### src/rtl/owd_pkg.sv
package owd_pkg;

  typedef enum logic [1:0] {
    MODE_NONE       = 2'd0,
    MODE_ANTIFREEZE = 2'd1,
    MODE_COMFORT    = 2'd2
  } mode_t;

  typedef enum logic [2:0] {
    REG_ENABLE     = 3'd0,
    REG_COMFORT    = 3'd1,
    REG_ANTIFREEZE = 3'd2,
    REG_TRIGGER    = 3'd3,
    REG_OPEN       = 3'd4,
    REG_CLOSE      = 3'd5,
    REG_SAMPLE     = 3'd6,
    REG_WATCH      = 3'd7
  } reg_idx_t;

  localparam int TEMP_W  = 11;
  localparam int DELTA_W = 10;
  localparam int TICK_W  = 16;
  localparam int VAIN_W  = 8;
  localparam int TGT_W   = 8;
  // baseline minus temperature spans 12 bits signed; one more for the delta compare
  localparam int DIFF_W  = 13;

  localparam logic [DIFF_W-1:0] VAIN_DROP_LIMIT  = 13'sd20;
  localparam logic [VAIN_W-1:0] VAIN_COUNT_LIMIT = 8'd5;
  localparam logic [TICK_W-1:0] TICK_RESET       = 16'd880;

  localparam logic [TGT_W-1:0]   RST_COMFORT    = 8'd0;
  localparam logic [TGT_W-1:0]   RST_ANTIFREEZE = 8'd7;
  localparam logic [DELTA_W-1:0] RST_TRIGGER    = 10'd10;
  localparam logic [DELTA_W-1:0] RST_OPEN       = 10'd50;
  localparam logic [DELTA_W-1:0] RST_CLOSE      = 10'd50;
  localparam logic [TICK_W-1:0]  RST_SAMPLE     = 16'd960;
  localparam logic [TICK_W-1:0]  RST_WATCH      = 16'd14400;

  typedef struct packed {
    logic               enable;
    logic [TGT_W-1:0]   comfort_target;
    logic [TGT_W-1:0]   antifreeze_target;
    logic [DELTA_W-1:0] trigger_delta;
    logic [DELTA_W-1:0] open_delta;
    logic [DELTA_W-1:0] close_delta;
    logic [TICK_W-1:0]  sample_ticks;
    logic [TICK_W-1:0]  watch_ticks;
  } cfg_t;

  typedef struct packed {
    logic                     open_flag;
    logic                     watching;
    logic [TICK_W-1:0]        tick_count;
    logic signed [TEMP_W-1:0] baseline;
    logic [VAIN_W-1:0]        vain_count;
  } state_t;

  typedef struct packed {
    logic [TGT_W-1:0] new_target;
    mode_t            mode_change;
    logic             window_is_open;
  } result_t;

endpackage

### src/rtl/open_window_detector_top.sv
// Open-window detector for a thermostat. Each input item is a timer tick
// (in_tuser low) or a request to take the item's temperature as the new
// baseline (in_tuser high); every item yields exactly one result item with
// the open-window verdict and, when the verdict changes, the mode to switch
// to and its target temperature. An item is taken every clock cycle: the
// whole detector update is combinational logic between the detector state
// registers and a two-entry output stage, so a stalled output side holds
// in_tready low only once both output entries are full. Registers must be
// written through the cfg_ port while no item is in flight; the block does not enforce it.
module open_window_detector_top (
  input  logic        clk,
  input  logic        rst_n,
  input  logic        in_tvalid,
  output logic        in_tready,
  input  logic [15:0] in_tdata,   // temperature[10:0], heater_on[11], zero[15:12]
  input  logic        in_tuser,   // action
  output logic        out_tvalid,
  input  logic        out_tready,
  output logic [15:0] out_tdata,  // window_is_open[0], mode_change[2:1], new_target[10:3], zero
  input  logic        cfg_we,
  input  logic [2:0]  cfg_addr,
  input  logic [15:0] cfg_wdata
);

  owd_pkg::cfg_t    cfg_r;
  owd_pkg::state_t  st_r;
  owd_pkg::state_t  st_nxt;
  owd_pkg::result_t res;
  owd_pkg::result_t out_r;
  owd_pkg::result_t skid_r;
  logic             out_valid_r;
  logic             skid_valid_r;
  logic             in_acc;

  assign in_tready = !skid_valid_r;
  assign in_acc    = in_tvalid && in_tready;

  always_ff @(posedge clk) begin
    if (!rst_n) begin
      cfg_r.enable            <= 1'b0;
      cfg_r.comfort_target    <= owd_pkg::RST_COMFORT;
      cfg_r.antifreeze_target <= owd_pkg::RST_ANTIFREEZE;
      cfg_r.trigger_delta     <= owd_pkg::RST_TRIGGER;
      cfg_r.open_delta        <= owd_pkg::RST_OPEN;
      cfg_r.close_delta       <= owd_pkg::RST_CLOSE;
      cfg_r.sample_ticks      <= owd_pkg::RST_SAMPLE;
      cfg_r.watch_ticks       <= owd_pkg::RST_WATCH;
    end else if (cfg_we) begin
      case (owd_pkg::reg_idx_t'(cfg_addr))
        owd_pkg::REG_ENABLE:     cfg_r.enable            <= cfg_wdata[0];
        owd_pkg::REG_COMFORT:    cfg_r.comfort_target    <= cfg_wdata[7:0];
        owd_pkg::REG_ANTIFREEZE: cfg_r.antifreeze_target <= cfg_wdata[7:0];
        owd_pkg::REG_TRIGGER:    cfg_r.trigger_delta     <= cfg_wdata[9:0];
        owd_pkg::REG_OPEN:       cfg_r.open_delta        <= cfg_wdata[9:0];
        owd_pkg::REG_CLOSE:      cfg_r.close_delta       <= cfg_wdata[9:0];
        owd_pkg::REG_SAMPLE:     cfg_r.sample_ticks      <= cfg_wdata;
        owd_pkg::REG_WATCH:      cfg_r.watch_ticks       <= cfg_wdata;
        default: ;
      endcase
    end
  end

  owd_update u_update (
    .cfg         (cfg_r),
    .st          (st_r),
    .action      (in_tuser),
    .temperature (in_tdata[10:0]),
    .heater_on   (in_tdata[11]),
    .st_nxt      (st_nxt),
    .res         (res)
  );

  always_ff @(posedge clk) begin
    if (!rst_n) begin
      st_r.open_flag  <= 1'b0;
      st_r.watching   <= 1'b0;
      st_r.tick_count <= owd_pkg::TICK_RESET;
      st_r.baseline   <= '0;
      st_r.vain_count <= '0;
    end else if (in_acc) begin
      st_r <= st_nxt;
    end
  end

  always_ff @(posedge clk) begin
    if (!rst_n) begin
      out_valid_r  <= 1'b0;
      skid_valid_r <= 1'b0;
    end else if (in_acc) begin
      if (!out_valid_r || out_tready) begin
        out_valid_r <= 1'b1;
      end else begin
        skid_valid_r <= 1'b1;
      end
    end else if (out_valid_r && out_tready) begin
      // advance the held item into the output slot
      out_valid_r  <= skid_valid_r;
      skid_valid_r <= 1'b0;
    end
  end

  always_ff @(posedge clk) begin
    if (in_acc) begin
      if (!out_valid_r || out_tready) begin
        out_r <= res;
      end else begin
        skid_r <= res;
      end
    end else if (out_valid_r && out_tready && skid_valid_r) begin
      out_r <= skid_r;
    end
  end

  assign out_tvalid = out_valid_r;
  assign out_tdata  = {5'b00000, out_r.new_target, out_r.mode_change, out_r.window_is_open};

endmodule

### src/rtl/owd_update.sv
module owd_update (
  input  owd_pkg::cfg_t                      cfg,
  input  owd_pkg::state_t                    st,
  input  logic                               action,
  input  logic signed [owd_pkg::TEMP_W-1:0]  temperature,
  input  logic                               heater_on,
  output owd_pkg::state_t                    st_nxt,
  output owd_pkg::result_t                   res
);

  logic signed [owd_pkg::DIFF_W-1:0] drop;
  logic signed [owd_pkg::DIFF_W-1:0] rise;
  logic signed [owd_pkg::DIFF_W-1:0] trig_s;
  logic signed [owd_pkg::DIFF_W-1:0] open_s;
  logic signed [owd_pkg::DIFF_W-1:0] close_s;
  logic                              verdict;
  logic                              trig_hit;
  logic                              vain_hit;
  logic [owd_pkg::VAIN_W-1:0]        vain_new;
  owd_pkg::mode_t                    mode;
  logic [owd_pkg::TGT_W-1:0]         target;

  assign drop    = owd_pkg::DIFF_W'(st.baseline) - owd_pkg::DIFF_W'(temperature);
  assign rise    = owd_pkg::DIFF_W'(temperature) - owd_pkg::DIFF_W'(st.baseline);
  assign trig_s  = $signed({3'b000, cfg.trigger_delta});
  assign open_s  = $signed({3'b000, cfg.open_delta});
  assign close_s = $signed({3'b000, cfg.close_delta});

  always_comb begin
    st_nxt   = st;
    mode     = owd_pkg::MODE_NONE;
    target   = '0;
    verdict  = 1'b0;
    trig_hit = 1'b0;
    vain_hit = 1'b0;
    vain_new = st.vain_count;
    if (action) begin
      st_nxt.baseline = temperature;
    end else if (cfg.enable) begin
      if (st.watching) begin
        if (st.tick_count < cfg.watch_ticks) begin
          verdict = st.open_flag ? (rise > close_s) : (drop > open_s);
          if (verdict) begin
            st_nxt.open_flag = !st.open_flag;
            st_nxt.baseline  = temperature;
            st_nxt.watching  = 1'b0;
            mode   = st.open_flag ? owd_pkg::MODE_COMFORT : owd_pkg::MODE_ANTIFREEZE;
            target = st.open_flag ? cfg.comfort_target : cfg.antifreeze_target;
            st_nxt.tick_count = owd_pkg::TICK_W'(1);
          end else begin
            st_nxt.tick_count = st.tick_count + 1'b1;
          end
        end else begin
          // window expired: restart from the present temperature
          st_nxt.baseline   = temperature;
          st_nxt.watching   = 1'b0;
          st_nxt.tick_count = '0;
        end
      end else if (st.tick_count < cfg.sample_ticks) begin
        st_nxt.tick_count = st.tick_count + 1'b1;
      end else begin
        trig_hit = st.open_flag ? (rise > trig_s) : (drop > trig_s);
        if (trig_hit) begin
          st_nxt.watching = 1'b1;
        end else begin
          st_nxt.baseline = temperature;
        end
        st_nxt.tick_count = '0;
        if (!st.open_flag) begin
          // a fresh baseline equals the temperature, so the drop is zero
          vain_hit = heater_on && (!trig_hit || (drop < $signed(owd_pkg::VAIN_DROP_LIMIT)));
          vain_new = vain_hit ? st.vain_count + 1'b1 : '0;
          st_nxt.vain_count = vain_new;
          if (vain_new > owd_pkg::VAIN_COUNT_LIMIT) begin
            st_nxt.open_flag = 1'b1;
            st_nxt.baseline  = temperature;
            st_nxt.watching  = 1'b0;
            mode   = owd_pkg::MODE_ANTIFREEZE;
            target = cfg.antifreeze_target;
          end
        end
      end
    end
  end

  assign res.window_is_open = st_nxt.open_flag;
  assign res.mode_change    = mode;
  assign res.new_target     = target;

endmodule

### config.mk
export PLATFORM = sky130hd
export DESIGN_NAME = open_window_detector_top
export DESIGN_NICKNAME = d
export VERILOG_FILES = /design/src/rtl/owd_pkg.sv /design/src/rtl/open_window_detector_top.sv /design/src/rtl/owd_update.sv
export SDC_FILE = /design/constraint.sdc
export NUM_CORES = 1
export LEC_CHECK = 0
export ABC_CLOCK_PERIOD_IN_PS = 14200
export CAP_MARGIN = 20
export CORE_ASPECT_RATIO = 0.5
export CORE_UTILIZATION = 49
export DETAILED_ROUTE_END_ITERATION = 12
export DONT_BUFFER_PORTS = 1
export PLACE_DENSITY = 0.71
export SYNTH_ARGS = -nofsm -noshare
export SYNTH_HDL_FRONTEND = slang
export SYNTH_SLANG_ARGS = --single-unit
### constraint.sdc
create_clock -name clk -period 14.2 [get_ports clk]
set_input_delay 2.84 -clock clk [delete_from_list [all_inputs] [get_ports clk]]
set_output_delay 2.84 -clock clk [all_outputs]
set_load 0.005 [all_outputs]
After elaboration in Yosys (flattened, before gate mapping)
Cells that the tools add are included.
{"block": "totals", "regBits": 140, "inputBits": 41}
{"block": "classes", "reduce_logical": 29, "n_bitwise": 5, "addsub": 4, "muxes": 51, "order_cmp": 8, "n_eq_ne": 11}
{"cell": "$mux W11", "n": 9}
{"cell": "$mux W8", "n": 11}
{"cell": "$gt A13 B11 Y1", "n": 4}
{"cell": "$mux W19", "n": 2}
{"cell": "$mux W37", "n": 1}
{"cell": "$lt A16 B16 Y1", "n": 2}
{"cell": "$mux W16", "n": 2}
{"cell": "$mux W29", "n": 1}
{"cell": "$mux W28", "n": 1}
{"cell": "$mux W2", "n": 12}
{"cell": "$reduce_and A2 Y1", "n": 12}
{"cell": "$sub A11 B11 Y12", "n": 2}
{"cell": "$mux W18", "n": 1}
{"cell": "$add A16 B1 Y16 const B", "n": 1}
{"cell": "$lt A13 B6 Y1 const B", "n": 1}
{"cell": "$eq A3 B3 Y1 const B", "n": 4}
{"cell": "$mux W1", "n": 11}
{"cell": "$add A8 B1 Y8 const B", "n": 1}
{"cell": "$gt A8 B3 Y1 const B", "n": 1}
{"cell": "$eq A3 B2 Y1 const B", "n": 2}
{"cell": "$reduce_and A6 Y1", "n": 1}
{"cell": "$reduce_bool A2 Y1", "n": 3}
{"cell": "$not A1 Y1", "n": 5}
{"cell": "$logic_and A1 B1 Y1", "n": 4}
{"cell": "other kinds (10)", "n": 14}

Longest topological paths before layout
{"block": "logic_depth", "word_depth": 16, "mapped_depth": 21}

Cells and area by module
From an unflattened synthesis, not the netlist that was laid out.
{"block": "unflattened", "hier_cells": 1159, "area_unflattened_um2": 9598.0}
{"mod": "open_window_detector_top", "seq_area_each_um2": 3022.9, "cells_per_inst": 529, "n_inst": 1, "area_each_um2": 5391.4}
{"mod": "owd_update", "seq_area_each_um2": 0.0, "cells_per_inst": 630, "n_inst": 1, "area_each_um2": 4206.5}

Worst setup path after synthesis
OpenSTA, ideal clock, no wires.
{"block": "synth_path", "path_type": "input -> register", "start": "input in_tdata[4]", "end": "register out_r, in the netlist out_tdata[0], data pin", "setup_time_ns": 0.160, "slack_ns": 7.771, "t_arrival_ns": 6.269, "required_ns": 14.040, "n_path_buf": 1, "stages": 18, "path_cell_list": "inv_1 -> ha_1 -> buf_6 -> a21o_1 -> nand2b_1 -> o211ai_2 -> mux2i_1 -> or3_1 -> ha_1 -> nand4_1 -> nor3_1 -> a21oi_1 -> o221ai_1 -> a211o_1 -> nand2_1 -> ha_1 -> or3_1 -> a41oi_1"}
{"block": "synth_via", "elab_chain_len": 16, "word_cells_on_any_way": 24}
{"element": "start: declaration", "line": "open_window_detector_top.sv:15", "text": "input logic [15:0] in_tdata,"}
{"element": "$sub A11 B11 Y12, on equally long branches", "line": "owd_update.sv:23, owd_update.sv:24"}
{"element": "$gt A13 B11 Y1", "line": "owd_update.sv:62", "text": "trig_hit = st.open_flag ? (rise > trig_s) : (drop > trig_s);"}
{"element": "$mux W1", "line": "owd_update.sv:62"}
{"element": "$logic_not A1 Y1", "line": "owd_update.sv:71", "text": "vain_hit = heater_on && (!trig_hit || (drop < $signed(owd_pkg::VAIN_DROP_LIMIT)));"}
{"element": "$logic_or A1 B1 Y1", "line": "owd_update.sv:71"}
{"element": "$logic_and A1 B1 Y1", "line": "owd_update.sv:71"}
{"element": "$mux W8", "line": "owd_update.sv:72", "text": "vain_new = vain_hit ? st.vain_count + 1'b1 : '0;"}
{"element": "$gt A8 B3 Y1", "line": "owd_update.sv:74", "text": "if (vain_new > owd_pkg::VAIN_COUNT_LIMIT) begin"}
{"element": "$mux W2", "line": "owd_update.sv:74"}
{"element": "$mux W2", "line": "owd_update.sv:69", "text": "if (!st.open_flag) begin"}
{"element": "$mux W2", "line": "owd_update.sv:59", "text": "end else if (st.tick_count < cfg.sample_ticks) begin"}
{"element": "$mux W29 *", "line": "owd_update.sv:40", "text": "if (st.watching) begin"}
{"element": "$mux W37 *", "line": "owd_update.sv:39", "text": "end else if (cfg.enable) begin"}
{"element": "$mux W18 *", "line": "owd_update.sv:37", "text": "if (action) begin"}
{"element": "$mux W11 *", "line": "open_window_detector_top.sv:104", "text": "if (!out_valid_r || out_tready) begin"}
{"element": "$mux W11 *", "line": "open_window_detector_top.sv:103", "text": "if (in_acc) begin"}
{"element": "end signal: assignment", "line": "open_window_detector_top.sv:105", "text": "out_r <= res;"}
{"element": "end signal: assignment", "line": "open_window_detector_top.sv:110", "text": "out_r <= skid_r;"}
{"element": "end: declaration", "line": "open_window_detector_top.sv:29", "text": "owd_pkg::result_t out_r;"}
Mark *: on every way between the ends. The rest lies on a longest branch, timed or not. The select of a mux whose other input is x is not followed.
A chain may end at the register's enable or synchronous reset.

Worst setup path in the final report
{"block": "layout_path", "start": "input in_tdata[0]", "end": "register st_r[10] (netlist name)"}
{"block": "layout_via", "elab_chain_len": 14, "word_cells_on_any_way": 25}
{"element": "$sub A11 B11 Y12, on equally long branches", "line": "owd_update.sv:23, owd_update.sv:24"}
{"element": "$gt A13 B11 Y1", "line": "owd_update.sv:62"}
{"element": "$mux W1", "line": "owd_update.sv:62"}
{"element": "$logic_not A1 Y1", "line": "owd_update.sv:71"}
{"element": "$logic_or A1 B1 Y1", "line": "owd_update.sv:71"}
{"element": "$logic_and A1 B1 Y1", "line": "owd_update.sv:71"}
{"element": "$mux W8", "line": "owd_update.sv:72"}
{"element": "$gt A8 B3 Y1", "line": "owd_update.sv:74"}
{"element": "$mux W11", "line": "owd_update.sv:74"}
{"element": "$mux W19", "line": "owd_update.sv:69"}
{"element": "$mux W19", "line": "owd_update.sv:59"}
{"element": "$mux W29", "line": "owd_update.sv:40"}
{"element": "$mux W37", "line": "owd_update.sv:39"}
{"element": "$mux W11", "line": "owd_update.sv:37"}
{"element": "end signal: assignment", "line": "open_window_detector_top.sv:81", "text": "st_r <= st_nxt;"}
{"element": "end: declaration", "line": "open_window_detector_top.sv:26", "text": "owd_pkg::state_t st_r;"}
Parallel ways exist; a longest one is shown, timed or not. The select of a mux whose other input is x is not followed.

==> results.py <==
metrics = {
    "status": {
        "status": "finished clean",
    },
    "timing": {
        "min_period_ps": 6730,
        "fin_setup_tns_ps": 0,
        "finalHoldViolCount": 0,
        "fmax_mhz": 149,
        "max-slew-margin-rel": 0.370,
        "worstMarginPinSlew_ps": 944,
        "final.period_utilization": 0.474,
        "skew_ps": 10.4,
        "report.final.slew_viol_count": 0,
        "rsz0062_at_grt": "no",
        "setup_viol": 0,
    },
    "critical_path": {
        "crit_path_cell_trace": "inv_1 > ha_1 > inv_1 > fa_1 > a21o_1 > a221oi_2 > o21bai_1 > a21oi_1 > xnor2_1 > ha_1 > a211oi_1 > nand2b_1 > o221ai_1 > a21o_1 > a31oi_4 > o211ai_2 > mux2i_1",
        "crit_slowest_cell": "o211ai_2",
        "critical-path-top-delay-family": "compound AO/OA/AOI/OAI gates",
        "required_ps": 14560,
        "slowest_delay_ps": 740,
        "cp_max_fo": 14,
        "criticalPathCategory": "input port to register",
        "reg2reg_slack_ps": 9530,
        "arrival_ps": 7090,
        "worst-path-buf-inv": 2,
        "crit_path_start_kind": "input port",
        "endpoint_kind": "register",
    },
    "yosys": {
        "synth-main-ff-cell": "dfxtp_1",
        "syn_inst": 1086,
        "syn-mean-instance-area_um2": 8.06,
        "synth_top_area_share": 0.270,
        "synthDistinctLibCells": 79,
        "synth_seq_area_share": 0.345,
        "ys_seq_elements": 140,
        "yosysTopAreaCell": "dfxtp_1",
        "ys_top_cells_by_area": "dfxtp_1 (27%), ha_1 (14%), nand2_1 (9.6%)",
        "synth-async-reset-ratio": 0,
        "synth_warnings": 0,
        "synth-edff-count": 22,
        "syn_area_um2": 8750,
    },
    "clock_network": {
        "path_clk_slew_ps": 60,
        "cts_setup_buffers": 0,
        "cts_made_buffers": 17,
        "cts-root-buf": "clkbuf_16",
        "cts_sinks": 140,
        "cts_tree": "built",
        "clk_latency_ps": 440,
        "cts_max_path_buffers": 2,
        "post_cts_resized": 0,
        "h-tree-depth": 4,
        "cts_hold_buf": 0,
    },
    "detailed_routing": {
        "drtPass1Iterations": 6,
        "drt-total-wl_um": 21700,
        "avgRoutedWirePerCell_um": 16.5,
        "antenna_left": 0,
        "post_drt_via_cell_ratio": 5.78,
        "drcViolationCount": 0,
        "vias": 7598,
        "drtIter0Drc": 541,
    },
    "global_routing": {
        "grt_pass1_wl_um": 34700,
        "grtUsageTotal": 0.242,
        "grt_overflow": 0,
        "grt_max_degree": 82,
        "antenna_found_initial": 0,
        "grt_pass1_vias": 7024,
    },
    "place": {
        "io_buffers": 0,
        "place_congestion": 0.901,
        "dp_hpwl_um": 15800,
        "dpl_cell_area_um2": 8880,
    },
    "finish": {
        "final_common_cell": "nand2_1",
        "layout.nets": 1206,
        "design_area_um2": 9420,
        "syn_to_final_growth_pct": 7.63,
        "drive_gt1_frac": 0.0537,
        "mostFrequentLayoutCells": "nand2_1 (225), dfxtp_1 (118), a21oi_1 (102)",
        "antenna_cells": 0,
        "fillers": 1630,
    },
    "hold_path": {
        "min_path_type": "register to register",
    },
    "floorplanning": {
        "die_w_um": 191,
        "num_rows": 34,
        "ios": 59,
        "die_area_um2": 18400,
        "die_h_um": 96.5,
        "core_um2": 17400,
        "initial_utilization": 0.502,
    },
    "power": {
        "p_clk_frac": 0.433,
        "p_leak_nw": 3.71,
        "power_frac_comb": 0.133,
        "finalPower_mw": 0.961,
        "p_int_mw": 0.686,
        "power_switching_mw": 0.274,
        "pwr-share-seq": 0.434,
        "peakVddDrop_v": 0.0000838,
        "swShare": 0.285,
        "power.density_nw_per_um2": 102,
    },
    "job": {
        "drv_cap": 0,
    },
}
==> cell families after synthesis <==
kind of cell    count (synthesis)  share of synthesized area
compound gates                272                      0.207
xor+xnor                       20                     0.0209
fa+ha+maj                      97                      0.140
buf+inv                       144                     0.0676
flops                         140                      0.345
mux                            15                     0.0173
other cells                     1                   0.000428
simple gates                  397                      0.201
==> final timing paths <==
check,cells after the start,end,from
setup / recovery,17,st_r[10],in_tdata[0]
hold / removal,2,cfg_r[60],cfg_r[60]
setup reg to reg,16,st_r[10],st_r[8]
hold reg to reg,2,cfg_r[60],cfg_r[60]
==> layout make-up <==
cell class / count / area (um2) / area share
timing repair buffer: 7 / 52.6 / 0.00558
multi-input combinational: 806 / 5150 / 0.547
clock buffer: 18 / 429 / 0.0455
tap: 234 / 293 / 0.0311
inverter: 96 / 360 / 0.0382
clock inverter: 14 / 110 / 0.0117
sequential: 140 / 3020 / 0.321
==> state kept, by name, summed over array words and instances (netlist names) <==
name and count:
cfg_r 79, st_r 37, out_tdata 11, skid_r 11, out_tvalid 1, skid_valid_r 1
==> per-stage QoR <==
stage                     setup WS (ps)  std cells  hold WS [ps]  utilization
after CTS                          7440       1315           456        0.540
after global routing               7140       1315           472        0.540
after global placement             7050       1283           442        0.509
after floorplan                    7770       1090           432            -
final                              7470       1315           454        0.540
after detailed placement           6990       1283           447        0.509
==> synthesized netlist by cell type (all sizes together), types with 10 or more instances <==
master and count:
o211ai 20, a21o 12, clkbuf 35, o21ai 45, a31oi 11, edfxtp 22, buf 13, nand3 33
nand2 225, nor2b 15, xnor2 16, dfxtp 118, mux2i 14, nor3 18, nor2 51, inv 95
a21oi 103, a211oi 10, ha 95
==> worst register-to-register path, delay by kind of cell, from the launching register on <==
kind | cells | cell delay [ps]
AND/OR/NAND/NOR | 1 | 100
XOR/XNOR | 1 | 210
AO/OA/AOI/OAI | 9 | 2730
buffers and inverters | 1 | 50
adder cells (fa/ha/maj) | 3 | 890
flip-flops | 1 | 360
multiplexers | 1 | 260
==> power groups by stage <==
stage               Clock [mW]  Sequential [mW]  Combinational, mW
floorplan                    0            0.424              0.102
global placement             0            0.425              0.121
detailed placement           0            0.426              0.126
CTS                      0.420            0.417              0.127
global route             0.436            0.418              0.144
finish                   0.416            0.417              0.128
==> metal layers <==
| metal | GRT usage | part of all wire |
|---|---|---|
| met1 | 0.300 | 0.45 |
| met2 | 0.419 | 0.47 |
| met3 | 0.0563 | 0.055 |
| met4 | 0.0793 | 0.016 |
| met5 | 0 | 0 |
Power figures use the tool's default switching activity.
